--- config.mk ---
export PLATFORM = sky130hd
export DESIGN_NAME = nearest_neighbor_fit_downscaler
export DESIGN_NICKNAME = d
export VERILOG_FILES = /design/src/sv/nnfd_pkg.sv /design/src/sv/nnfd_side_div.sv /design/src/sv/nearest_neighbor_fit_downscaler.sv
export VERILOG_INCLUDE_DIRS = /design/src /design/src/sv
export SDC_FILE = /design/constraint.sdc
export NUM_CORES = 2
export LEC_CHECK = 0
export ABC_CLOCK_PERIOD_IN_PS = 12620
export BUFFER_PORTS_ARGS = -buffer_cell sky130_fd_sc_hd__clkbuf_2
export CAP_MARGIN = 20
export CELL_PAD_IN_SITES_DETAIL_PLACEMENT = 0
export CELL_PAD_IN_SITES_GLOBAL_PLACEMENT = 1
export CORE_UTILIZATION = 50
export DETAILED_ROUTE_END_ITERATION = 7
export PLACE_DENSITY = 0.82
export RECOVER_POWER = 50
export SYNTH_ARGS = -nofsm -noshare
export SYNTH_HDL_FRONTEND = slang
export SYNTH_SLANG_ARGS = --single-unit
--- constraint.sdc ---
create_clock -name clk -period 12.62 [get_ports clk]
set_input_delay 1.893 -clock clk [delete_from_list [all_inputs] [get_ports clk]]
set_output_delay 1.893 -clock clk [all_outputs]
set_load 0.05 [all_outputs]
--- src/sv/nearest_neighbor_fit_downscaler_defines.svh ---
// Assertion macros shared by the downscaler RTL.
`ifndef NEAREST_NEIGHBOR_FIT_DOWNSCALER_DEFINES_SVH
`define NEAREST_NEIGHBOR_FIT_DOWNSCALER_DEFINES_SVH

// Same-cycle implication, checked outside reset.
`define NNFD_ASSERT_IMP(label, ante, cons) \
  label: assert property (@(posedge clk) disable iff (rst) (ante) |-> (cons)) \
    else $error("nnfd check failed");

// Next-cycle implication, checked outside reset.
`define NNFD_ASSERT_NEXT(label, ante, cons) \
  label: assert property (@(posedge clk) disable iff (rst) (ante) |=> (cons)) \
    else $error("nnfd check failed");

`endif

--- src/sv/nnfd_pkg.sv ---
// Package: widths, register indexes and types of the fit downscaler.
package nnfd_pkg;

  localparam int DIM_BITS       = 14;
  localparam int ACC_BITS       = 2 * DIM_BITS;
  localparam int COLOR_BITS     = 8;
  localparam int CFG_INDEX_BITS = 2;

  // divider for the short output side: (2*short*m + long) / (2*long)
  localparam int DIV_NUM_BITS   = 2 * DIM_BITS + 2;
  localparam int DIV_DEN_BITS   = DIM_BITS + 1;
  localparam int DIV_COUNT_BITS = $clog2(DIV_NUM_BITS);

  localparam logic [CFG_INDEX_BITS-1:0] REG_SOURCE_WIDTH  = 2'd0;
  localparam logic [CFG_INDEX_BITS-1:0] REG_SOURCE_HEIGHT = 2'd1;
  localparam logic [CFG_INDEX_BITS-1:0] REG_SIDE_LIMIT    = 2'd2;

  typedef struct packed {
    logic                done;
    logic [DIM_BITS-1:0] quotient;
  } div_result_t;

  typedef struct packed {
    logic [COLOR_BITS-1:0] red;
    logic [COLOR_BITS-1:0] green;
    logic [COLOR_BITS-1:0] blue;
    logic                  eol;
    logic                  eof;
  } pix_t;

endpackage

--- src/sv/nnfd_side_div.sv ---
// Restoring divider, one quotient bit per cycle, for the scaled output side.
module nnfd_side_div (
  input  logic                                 clk,
  input  logic                                 rst,
  input  logic                                 start,
  input  logic [nnfd_pkg::DIV_NUM_BITS-1:0]    num,
  input  logic [nnfd_pkg::DIV_DEN_BITS-1:0]    den,
  output nnfd_pkg::div_result_t                result
);

  logic                                running;
  logic                                done;
  logic [nnfd_pkg::DIV_COUNT_BITS-1:0] count;
  logic [nnfd_pkg::DIV_NUM_BITS-1:0]   acc;
  logic [nnfd_pkg::DIV_DEN_BITS-1:0]   rem;
  logic [nnfd_pkg::DIV_DEN_BITS-1:0]   den_reg;

  logic [nnfd_pkg::DIV_DEN_BITS:0]     shifted;
  logic [nnfd_pkg::DIV_DEN_BITS:0]     diff;
  logic [nnfd_pkg::DIV_DEN_BITS-1:0]   rem_next;
  logic                                qbit;

  always_comb begin
    shifted = {rem, acc[nnfd_pkg::DIV_NUM_BITS-1]};
    diff    = shifted - {1'b0, den_reg};
    qbit    = ~diff[nnfd_pkg::DIV_DEN_BITS];
    rem_next = qbit ? diff[nnfd_pkg::DIV_DEN_BITS-1:0]
                    : shifted[nnfd_pkg::DIV_DEN_BITS-1:0];
  end

  always_ff @(posedge clk) begin
    if (rst) begin
      running <= 1'b0;
      done    <= 1'b0;
      count   <= '0;
    end else begin
      // a restart on the last step drops the old run's result
      done <= running && (count == '0) && !start;
      if (start) begin
        running <= 1'b1;
        count   <= nnfd_pkg::DIV_COUNT_BITS'(nnfd_pkg::DIV_NUM_BITS - 1);
      end else if (running) begin
        if (count == '0) running <= 1'b0;
        else count <= count - 1'b1;
      end
    end
  end

  always_ff @(posedge clk) begin
    if (start) begin
      acc     <= num;
      rem     <= '0;
      den_reg <= den;
    end else if (running) begin
      acc <= {acc[nnfd_pkg::DIV_NUM_BITS-2:0], qbit};
      rem <= rem_next;
    end
  end

  assign result.done     = done;
  assign result.quotient = acc[nnfd_pkg::DIM_BITS-1:0];

endmodule

--- src/sv/nearest_neighbor_fit_downscaler.sv ---
// Nearest-neighbor fit downscaler: one source pixel in per cycle unless src_stall is high, selected pixels out.
// A selected pixel is registered in the output register, or in the skid stage while the output is held.
// Selection uses running multiples of the output and source sizes.
// A register write restarts the frame and recomputes the output size with a serial
// divider (30 quotient bits); the input stalls until the new size is in place.
// Reset (rst, synchronous): size 1x1, scaling off, counters clear, output empty.
`include "nearest_neighbor_fit_downscaler_defines.svh"

module nearest_neighbor_fit_downscaler (
  input  logic                                   clk,
  input  logic                                   rst,
  // source pixel channel
  input  logic                                   src_valid,
  output logic                                   src_stall,
  input  logic [nnfd_pkg::COLOR_BITS-1:0]        red_in,
  input  logic [nnfd_pkg::COLOR_BITS-1:0]        green_in,
  input  logic [nnfd_pkg::COLOR_BITS-1:0]        blue_in,
  // output pixel channel
  output logic                                   dst_valid,
  input  logic                                   dst_stall,
  output logic [nnfd_pkg::COLOR_BITS-1:0]        red_out,
  output logic [nnfd_pkg::COLOR_BITS-1:0]        green_out,
  output logic [nnfd_pkg::COLOR_BITS-1:0]        blue_out,
  output logic                                   end_of_line,
  output logic                                   end_of_frame,
  // configuration write port
  input  logic                                   cfg_write,
  input  logic [nnfd_pkg::CFG_INDEX_BITS-1:0]    cfg_index,
  input  logic [nnfd_pkg::DIM_BITS-1:0]          cfg_data
);

  localparam int DB = nnfd_pkg::DIM_BITS;
  localparam int AB = nnfd_pkg::ACC_BITS;

  // configuration registers
  logic [DB-1:0] source_width;
  logic [DB-1:0] source_height;
  logic [DB-1:0] side_limit;

  // output size and its computation
  logic [DB-1:0] output_width;
  logic [DB-1:0] output_height;
  logic          pend;        // size recompute requested
  logic          calc;        // divider running
  logic          wide;        // width is the long side of the frame being sized
  logic [DB-1:0] calc_max;

  // frame position
  logic [DB-1:0] source_column, source_row;
  logic [DB-1:0] output_column, output_row;
  logic [AB-1:0] column_accumulator, row_accumulator;   // output pos * source size
  logic [AB-1:0] column_base, row_base;                 // source pos * output size

  // output register and skid stage
  nnfd_pkg::pix_t dst_pix, skid_pix, new_pix;
  logic           skid_valid;

  // ---------------------------------------------------------------------------
  // Output size setup: when a side exceeds a nonzero side_limit, the long side becomes
  // side_limit and the short side is round-half-up(short*m/long) done by the divider; else the source size.
  // ---------------------------------------------------------------------------
  logic [DB-1:0] eff_w, eff_h, long_side, short_side;
  logic          need_scale, is_wide;
  logic [AB-1:0] prod;
  logic [nnfd_pkg::DIV_NUM_BITS-1:0] div_num;
  logic [nnfd_pkg::DIV_DEN_BITS-1:0] div_den;
  logic          div_start;
  nnfd_pkg::div_result_t div_res;
  logic [DB-1:0] short_out;

  always_comb begin
    eff_w      = (source_width  == '0) ? DB'(1) : source_width;
    eff_h      = (source_height == '0) ? DB'(1) : source_height;
    need_scale = (side_limit != '0) && ((eff_w > side_limit) || (eff_h > side_limit));
    is_wide    = eff_w >= eff_h;
    long_side  = is_wide ? eff_w : eff_h;
    short_side = is_wide ? eff_h : eff_w;
    prod       = AB'(short_side) * AB'(side_limit);
    div_num    = {1'b0, prod, 1'b0} + nnfd_pkg::DIV_NUM_BITS'(long_side);
    div_den    = {long_side, 1'b0};
    div_start  = pend && need_scale;
    short_out  = (div_res.quotient == '0) ? DB'(1) : div_res.quotient;
  end

  nnfd_side_div u_div (
    .clk    (clk),
    .rst    (rst),
    .start  (div_start),
    .num    (div_num),
    .den    (div_den),
    .result (div_res)
  );

  // ---------------------------------------------------------------------------
  // Pixel selection: source row r is picked while r*Dh <= output_row*H < (r+1)*Dh,
  // which is floor(output_row*H/Dh) == r without a divide. Columns likewise.
  // ---------------------------------------------------------------------------
  logic          accept, produce, dst_take;
  logic          row_sel, col_sel, sel, eol, eof;
  logic [AB:0]   row_top, col_top;
  logic          last_col, last_row;

  always_comb begin
    accept   = src_valid && !src_stall;
    dst_take = dst_valid && !dst_stall;
    row_top  = {1'b0, row_base}    + (AB+1)'(output_height);
    col_top  = {1'b0, column_base} + (AB+1)'(output_width);
    row_sel  = (output_row < output_height) && (row_accumulator >= row_base) &&
               ({1'b0, row_accumulator} < row_top);
    col_sel  = (output_column < output_width) && (column_accumulator >= column_base) &&
               ({1'b0, column_accumulator} < col_top);
    sel      = row_sel && col_sel;
    produce  = accept && sel;
    eol      = ({1'b0, output_column} + 1'b1) == {1'b0, output_width};
    eof      = eol && (({1'b0, output_row} + 1'b1) == {1'b0, output_height});
    last_col = ({1'b0, source_column} + 1'b1) >= {1'b0, eff_w};
    last_row = ({1'b0, source_row} + 1'b1) >= {1'b0, eff_h};
    new_pix.red   = red_in;
    new_pix.green = green_in;
    new_pix.blue  = blue_in;
    new_pix.eol   = eol;
    new_pix.eof   = eof;
  end

  // No new pixel while the skid holds one or the output size is being worked out.
  assign src_stall = skid_valid || pend || calc;

  // configuration and output size; a pending write overrides a finishing divide
  always_ff @(posedge clk) begin
    if (rst) begin
      source_width  <= DB'(1);
      source_height <= DB'(1);
      side_limit    <= '0;
      output_width  <= DB'(1);
      output_height <= DB'(1);
      pend          <= 1'b0;
      calc          <= 1'b0;
    end else begin
      // a divide superseded by an unscaled write finishes with calc low: dropped
      if (div_res.done && calc) begin
        calc <= 1'b0;
        if (wide) begin
          output_width  <= calc_max;
          output_height <= short_out;
        end else begin
          output_width  <= short_out;
          output_height <= calc_max;
        end
      end
      if (pend) begin
        pend <= 1'b0;
        if (need_scale) begin
          calc     <= 1'b1;
          wide     <= is_wide;
          calc_max <= side_limit;
        end else begin
          calc          <= 1'b0;
          output_width  <= eff_w;
          output_height <= eff_h;
        end
      end
      if (cfg_write) begin
        case (cfg_index)
          nnfd_pkg::REG_SOURCE_WIDTH: begin
            source_width <= cfg_data;
            pend <= 1'b1;
          end
          nnfd_pkg::REG_SOURCE_HEIGHT: begin
            source_height <= cfg_data;
            pend <= 1'b1;
          end
          nnfd_pkg::REG_SIDE_LIMIT: begin
            side_limit <= cfg_data;
            pend <= 1'b1;
          end
          default: ;  // index beyond the register list: ignored
        endcase
      end
    end
  end

  // frame position; a register write restarts the frame
  logic cfg_hit;
  assign cfg_hit = cfg_write && ((cfg_index == nnfd_pkg::REG_SOURCE_WIDTH) ||
                                 (cfg_index == nnfd_pkg::REG_SOURCE_HEIGHT) ||
                                 (cfg_index == nnfd_pkg::REG_SIDE_LIMIT));

  always_ff @(posedge clk) begin
    if (rst || cfg_hit) begin
      source_column      <= '0;
      source_row         <= '0;
      output_column      <= '0;
      output_row         <= '0;
      column_accumulator <= '0;
      row_accumulator    <= '0;
      column_base        <= '0;
      row_base           <= '0;
    end else if (accept) begin
      if (sel) begin
        output_column      <= output_column + 1'b1;
        column_accumulator <= column_accumulator + AB'(eff_w);
      end
      if (last_col) begin
        source_column      <= '0;
        column_base        <= '0;
        output_column      <= '0;
        column_accumulator <= '0;
        if (row_sel) begin
          output_row      <= output_row + 1'b1;
          row_accumulator <= row_accumulator + AB'(eff_h);
        end
        if (last_row) begin
          // frame wraps: next pixel starts a new frame
          source_row      <= '0;
          row_base        <= '0;
          output_row      <= '0;
          row_accumulator <= '0;
        end else begin
          source_row <= source_row + 1'b1;
          row_base   <= row_base + AB'(output_height);
        end
      end else begin
        source_column <= source_column + 1'b1;
        column_base   <= column_base + AB'(output_width);
      end
    end
  end

  // output register with a one-item skid stage behind it
  always_ff @(posedge clk) begin
    if (rst) begin
      dst_valid  <= 1'b0;
      skid_valid <= 1'b0;
    end else if (dst_take || !dst_valid) begin
      if (skid_valid) begin
        dst_pix    <= skid_pix;
        dst_valid  <= 1'b1;
        skid_valid <= 1'b0;
      end else if (produce) begin
        dst_pix   <= new_pix;
        dst_valid <= 1'b1;
      end else begin
        dst_valid <= 1'b0;
      end
    end else if (produce) begin
      skid_pix   <= new_pix;
      skid_valid <= 1'b1;
    end
  end

  assign red_out      = dst_pix.red;
  assign green_out    = dst_pix.green;
  assign blue_out     = dst_pix.blue;
  assign end_of_line  = dst_pix.eol;
  assign end_of_frame = dst_pix.eof;

  // checks
  `NNFD_ASSERT_IMP(a_skid_behind_out, skid_valid, dst_valid)
  `NNFD_ASSERT_IMP(a_stall_while_sizing, pend || calc, src_stall)
  `NNFD_ASSERT_IMP(a_eof_has_eol, dst_valid && end_of_frame, end_of_line)
  `NNFD_ASSERT_IMP(a_out_pos_bound, 1'b1,
                   (output_column <= output_width) && (output_row <= output_height))
  `NNFD_ASSERT_NEXT(a_write_stalls_input, cfg_hit, src_stall)

endmodule

* After elaboration in Yosys (flattened, before gate mapping)
Cells that the tools add are included.
Widths: inputs -> output; s select.
** Storage, ports and cells
- Register bits after elaboration :: 375
- Input bits :: 45
- Output and inout port bits :: 28
- Word-level logic and storage cells :: 169
** Cells by class
- Add/subtract/negate cells :: 17
- Multiply operators :: 1
- $lt $le $gt $ge :: 11
- Eq/ne operators :: 5
- Multiplexer cells :: 42
- Bitwise operators :: 5
- Reduce and logical (&&, ||, !) cells :: 52
** Operators by type and width (count)
- $mux 14 :: 19
- $mux 28 :: 6
- $add 28x14->28 :: 4
- $add 14x1->15 const B :: 4
- $mux 30 :: 2
- $add 28x14->29 :: 2
- $lt 28x29->1 :: 2
- $add 14x1->14 const B :: 4
- $ge 28x28->1 :: 2
- $mux 26 :: 2
- $logic_not 14->1 :: 3
- $add 29x14->30 :: 1
- $eq 15x14->1 :: 2
- $ge 15x14->1 :: 2
- $gt 14x14->1 :: 2
- $lt 14x14->1 :: 2
- $mul 14x14->28 :: 1
- $sub 16x15->16 :: 1
- $logic_and 1x1->1 :: 15
- $mux 15 :: 1
- $mux 5 :: 3
- $ge 14x14->1 :: 1
- $reduce_and 2->1 :: 7
- $reduce_bool 14->1 :: 1
- other kinds (14) :: 44

* Longest topological paths before layout
- Word-level depth :: 8
- Gate-level depth with buffers :: 43
- Depth with buffers taken out :: 42

* By module
A second synthesis with hierarchy kept.
** Unflattened totals
- Cells, all modules :: 3850
- Area, all modules :: 32641.3 um^2
** Modules (own cells, without submodules)
- nearest_neighbor_fit_downscaler :: instances 1, cells an instance 3528, area an instance 29030.3 um^2, seq. area each 6856.6 um^2
- nnfd_side_div :: instances 1, cells an instance 322, area an instance 3611.0 um^2, seq. area each 1791.7 um^2

* Worst setup path before layout
OpenSTA, ideal clock, no wires.
- Kind :: register to register
- Start :: register source_width[5]
- End :: register u_div.acc[28] in the netlist's numbering, data pin
- Library setup time :: 0.152 ns
- Arrival :: 9.452 ns
- Required time :: 12.468 ns
- Setup slack :: 3.016 ns
- Stages on the path, launching flop included :: 41
- Path buffers :: 1
- Clock period less this slack :: 9.604 ns
- Cells stage by stage :: dfxtp_1 > inv_1 > nand4_1 > nor4_1 > a41oi_1 > ha_1 > nand3_1 > nor4_1 > a2111oi_0 > o21ai_0 > a21oi_1 > clkbuf_1 > mux2i_1 > nor2_1 > fa_1 > inv_1 > fa_1 > inv_1 > (+5 left out) > inv_1 > fa_1 > inv_1 > ha_1 > and3_1 > a211oi_1 > a21boi_2 > inv_1 > a21oi_1 > xnor2_1 > ha_1 > nand2_1 > o21ai_0 > nor2b_1 > nor3b_2 > inv_1 > or4_1 > a31oi_1
** Between the ends
- Word-level cells in the longest chain between the ends :: 7
- Elaborated cells on any way between the ends :: 12
- Classes of those cells :: add/sub: 1; mul: 1; order compare: 2; mux: 4; reduce/logical: 4
** RTL lines
- start, declared :: line nearest_neighbor_fit_downscaler.sv:36 : logic [DB-1:0] source_width;
- start signal, assigned :: line nearest_neighbor_fit_downscaler.sv:165 : source_width <= cfg_data;
- $logic_not 14->1 :: line nearest_neighbor_fit_downscaler.sv:72 : eff_w = (source_width == '0) ? DB'(1) : source_width;
- $mux 14 (*) :: line nearest_neighbor_fit_downscaler.sv:72
- $ge 14x14->1 or $gt 14x14->1 (tied branches) :: line nearest_neighbor_fit_downscaler.sv:75, nearest_neighbor_fit_downscaler.sv:74
- $mux 14 or $logic_or 1x1->1 (tied branches) :: line nearest_neighbor_fit_downscaler.sv:77, nearest_neighbor_fit_downscaler.sv:74
- $mul 14x14->28 or $logic_and 1x1->1 (tied branches) :: line nearest_neighbor_fit_downscaler.sv:78, nearest_neighbor_fit_downscaler.sv:74
- $add 29x14->30 or $logic_and 1x1->1 (tied branches) :: line nearest_neighbor_fit_downscaler.sv:79, nearest_neighbor_fit_downscaler.sv:81
- $mux 30 (*) :: line nnfd_side_div.sv:50 : if (start) begin
- end signal, assigned :: line nnfd_side_div.sv:51 : acc <= num;
- end signal, assigned :: line nnfd_side_div.sv:55 : acc <= {acc[nnfd_pkg::DIV_NUM_BITS-2:0], qbit};
- end, declared :: line nnfd_side_div.sv:14 : logic [nnfd_pkg::DIV_NUM_BITS-1:0] acc;
Every way passes the cells marked *; elsewhere a longest branch is shown, timed or not.
A chain may end at the register's enable or synchronous reset.

* Worst setup path in the final report
- Start :: register source_width[10]
- End :: register u_div.acc[28] in the netlist's numbering, data pin
Same word-level chain as after synthesis.

==> results.yml <==
route:
  post-route-drc-count: 0
  drt_first_pass_iters: 5
  drtIter0Drc: 2114
  top_layer: "met4"
  drt_wl_total_um: 87810
  wl_met3_um: 5068
  vias: 26420
  met1_length_um: 41790
  ant_nets: 0
  wl_per_cell_um: 18.95
  viasPerCell: 5.702
  dr_wl_met2_um: 38780
finish:
  fill_cells: 5961
  multiInputGateArea_sq_mm: 0.02166
  regMostFlops: "u_div.acc"
  seqCellArea_sq_mm: 0.008618
  fin_cells: 4634
  stdcell_area_sq_mm: 0.03504
  drive_above_1_share_pct: 5.598
  nets: 4328
  largest_reg_flops: 30
  syn_to_final_growth_pct: 8.727
grt:
  grt-ovfl-total: 0
  grt_max_degree: 80
  track_usage_pct: 26.71
  grt_pass1_wl_um: 140400
  grt_pass1_vias: 24960
  antenna_found_initial: 1
clock_network:
  cts_max_path_buffers: 3
  cts_resized: 0
  root_buffer: "clkbuf_16"
  insertion_delay_ns: 0.60
  htreeDepth: 2
  cts_tree: "yes"
  clk_pin_slew_worst_paths_ns: 0.06
  cts_hold_buf: 0
  post-cts-setup-buffers: 0
  cts_num_sinks: 375
  cts-buffers-inserted: 48
timing:
  drv_slew: 186
  worst_pin_slew_ns: 3.816
  period_needed_ns: 11.11
  finalClockSkew_ns: 0.02359
  period_share_pct: 88.03
  hold_viol_final: 0
  slew_headroom_pct: -154.4
  rsz0062_at_grt: "no"
  fmax_ghz: 0.09001
  setup_tns_ns: 0
  setup_violations: 0
die:
  start_util_pct: 50.82
  row_count: 92
  pin_count: 73
  die_y_um: 255.9
  die_area_sq_mm: 0.06548
  core_sq_mm: 0.06343
  die_x_um: 255.9
synth:
  synth_flop_cell: "dfxtp_1"
  syn_avg_cell_area_sq_um: 8.611
  synth_top_area_cell: "dfxtp_1"
  synth_edf_count: 111
  syn_area_sq_mm: 0.03223
  syn_nets: 4323
  yosys_warnings: 0
  seq_area_frac_synth_pct: 26.74
  ys_ff_latch: 375
  ys_types: 87
  yosysTopAreaCellShare_pct: 16.40
  synth_common_cells: "ha_1 (388), nand2_1 (383), inv_1 (360), a21oi_1 (295), nor2_1 (275)"
  synth_cells: 3743
  yosysMostFrequentCell: "ha_1"
  synthArstFlopShare_pct: 0
  yosys-top-cells-area: "dfxtp_1 (16%), ha_1 (15%), edfxtp_1 (10%)"
power:
  vdd_ir_drop_max_uv: 98.18
  p_per_area_mw_per_mm2: 102.9
  p_leak_nw: 15.55
worst_hold_path:
  hp-class: "reg2reg"
worst_setup_path:
  max_stage_delay_ns: 0.83
  timing.rr.end: "u_div.acc[28]"
  worstPathRequired_ns: 13.06
  crit_type: "reg2reg"
  crit_path_top_delay_cell: "a21oi_4"
  crit_fanout: 37
  regToRegSetupSlack_ns: 1.51
  regToRegStartpoint: "source_width[10]"
  cp-end-kind: "flop"
  worstPathArrival_ns: 11.55
  ff2ff_path_depth: 42
  critical_path.startpoint_type: "flop"
  path_common_cell: "inv_1"
  setup.worst_path.start: "source_width[10]"
  crit_end: "u_div.acc[28]"
flow_run:
  drv_cap: 3
status:
  outcome: "finished with violations"
  violations: "max-capacitance violations, max-slew violations"
placement:
  place_hpwl_um: 67260
  gp_congestion: 0.9373
  port_buffers: 72
  dp.cells: 4542
  placed_cell_area_sq_mm: 0.03340
## logic make-up (layout without fill, tap and decap cells)
logic type,after synthesis,count (layout),share of synthesized area (%)
simple gates,1138,1138,16.77
compound gates,838,838,16.41
fa+ha+maj,535,535,24.19
buf+inv,526,570,6.285
flops,375,375,26.74
xor+xnor,207,207,5.625
mux,124,124,3.975
other cells,0,1,0
## report_power, final
group / switching, mW / leakage (nW) / total (mW) / internal, mW
logic: 0.475 / 11.6 / 0.736 / 0.261
clock network: 0.579 / 0.832 / 1.51 / 0.927
registers: 0.0509 / 3.14 / 1.36 / 1.31
## cell usage in the layout, fill, tap and decap left out, types with 10 or more instances in the layout
cell type	instances
nand2_1	382
nor4_1	26
dfxtp_1	264
o31ai_1	14
o2bb2ai_1	18
o21a_1	32
nor2_1	275
ha_1	388
and3_1	49
a21oi_1	294
o21ai_1	13
inv_1	360
clkbuf_2	23
nor2b_1	28
nand4_1	46
bufinv_16	10
mux2_2	32
clkbuf_16	49
a221o_1	12
o21ai_0	175
mux2i_1	92
nand3b_1	18
o21bai_1	19
and2_1	72
nand2b_1	21
buf_4	34
a31oi_1	26
nor3_1	58
a22o_1	17
or3_1	25
clkbuf_1	65
edfxtp_1	111
a211oi_1	16
fa_1	147
xnor2_1	127
xor2_1	79
a21o_1	92
nand3_1	89
## worst min path at each step
stage                  to            from  cells past startpoint
2_1_floorplan  u_div.done  u_div.count[4]                      1
3_3_place_gp   u_div.done  u_div.count[4]                      1
3_5_place_dp   u_div.done  u_div.count[4]                      1
4_1_cts        u_div.done  u_div.count[4]                      1
5_1_grt        u_div.done  u_div.count[4]                      1
6_report       u_div.done  u_div.count[4]                      1
## layout make-up
type | instances | share of cell area [%]
antenna | 1 | 0.007141
timing repair buffer | 121 | 1.803
sequential | 375 | 24.59
multi-input combinational | 2842 | 61.80
clock buffer | 55 | 3.592
tap | 846 | 3.021
clock inverter | 34 | 1.325
inverter | 360 | 3.856
## routing by layer
metal / vias to the layer above / track usage [%]
li1: 13050 / -
met1: 12560 / 39.03
met2: 700 / 41.61
met3: 110 / 3.010
met4: 0 / 7.236
met5: - / 0
## through the flow
step	power (mW)	util [%]	hold WS [ns]	setup slack, ns
floorplan	1.905	-	0.4218	3.016
global placement	2.110	52.63	0.4463	1.962
detailed placement	2.118	52.67	0.4471	1.666
CTS	3.627	55.38	0.4549	1.667
global route	3.760	55.25	0.4793	0.8314
finish	3.605	55.25	0.4532	1.510
## worst max-delay path, delay by kind of cell, from the launching register on
kind	cells	cell delay [ns]
xor+xnor	1	0.08
compound gates	12	2.91
flops	1	0.56
buf+inv	11	0.97
mux	1	0.65
fa+ha+maj	9	4.00
simple gates	8	1.76
Note: power is estimated with default switching activity, not from simulation.
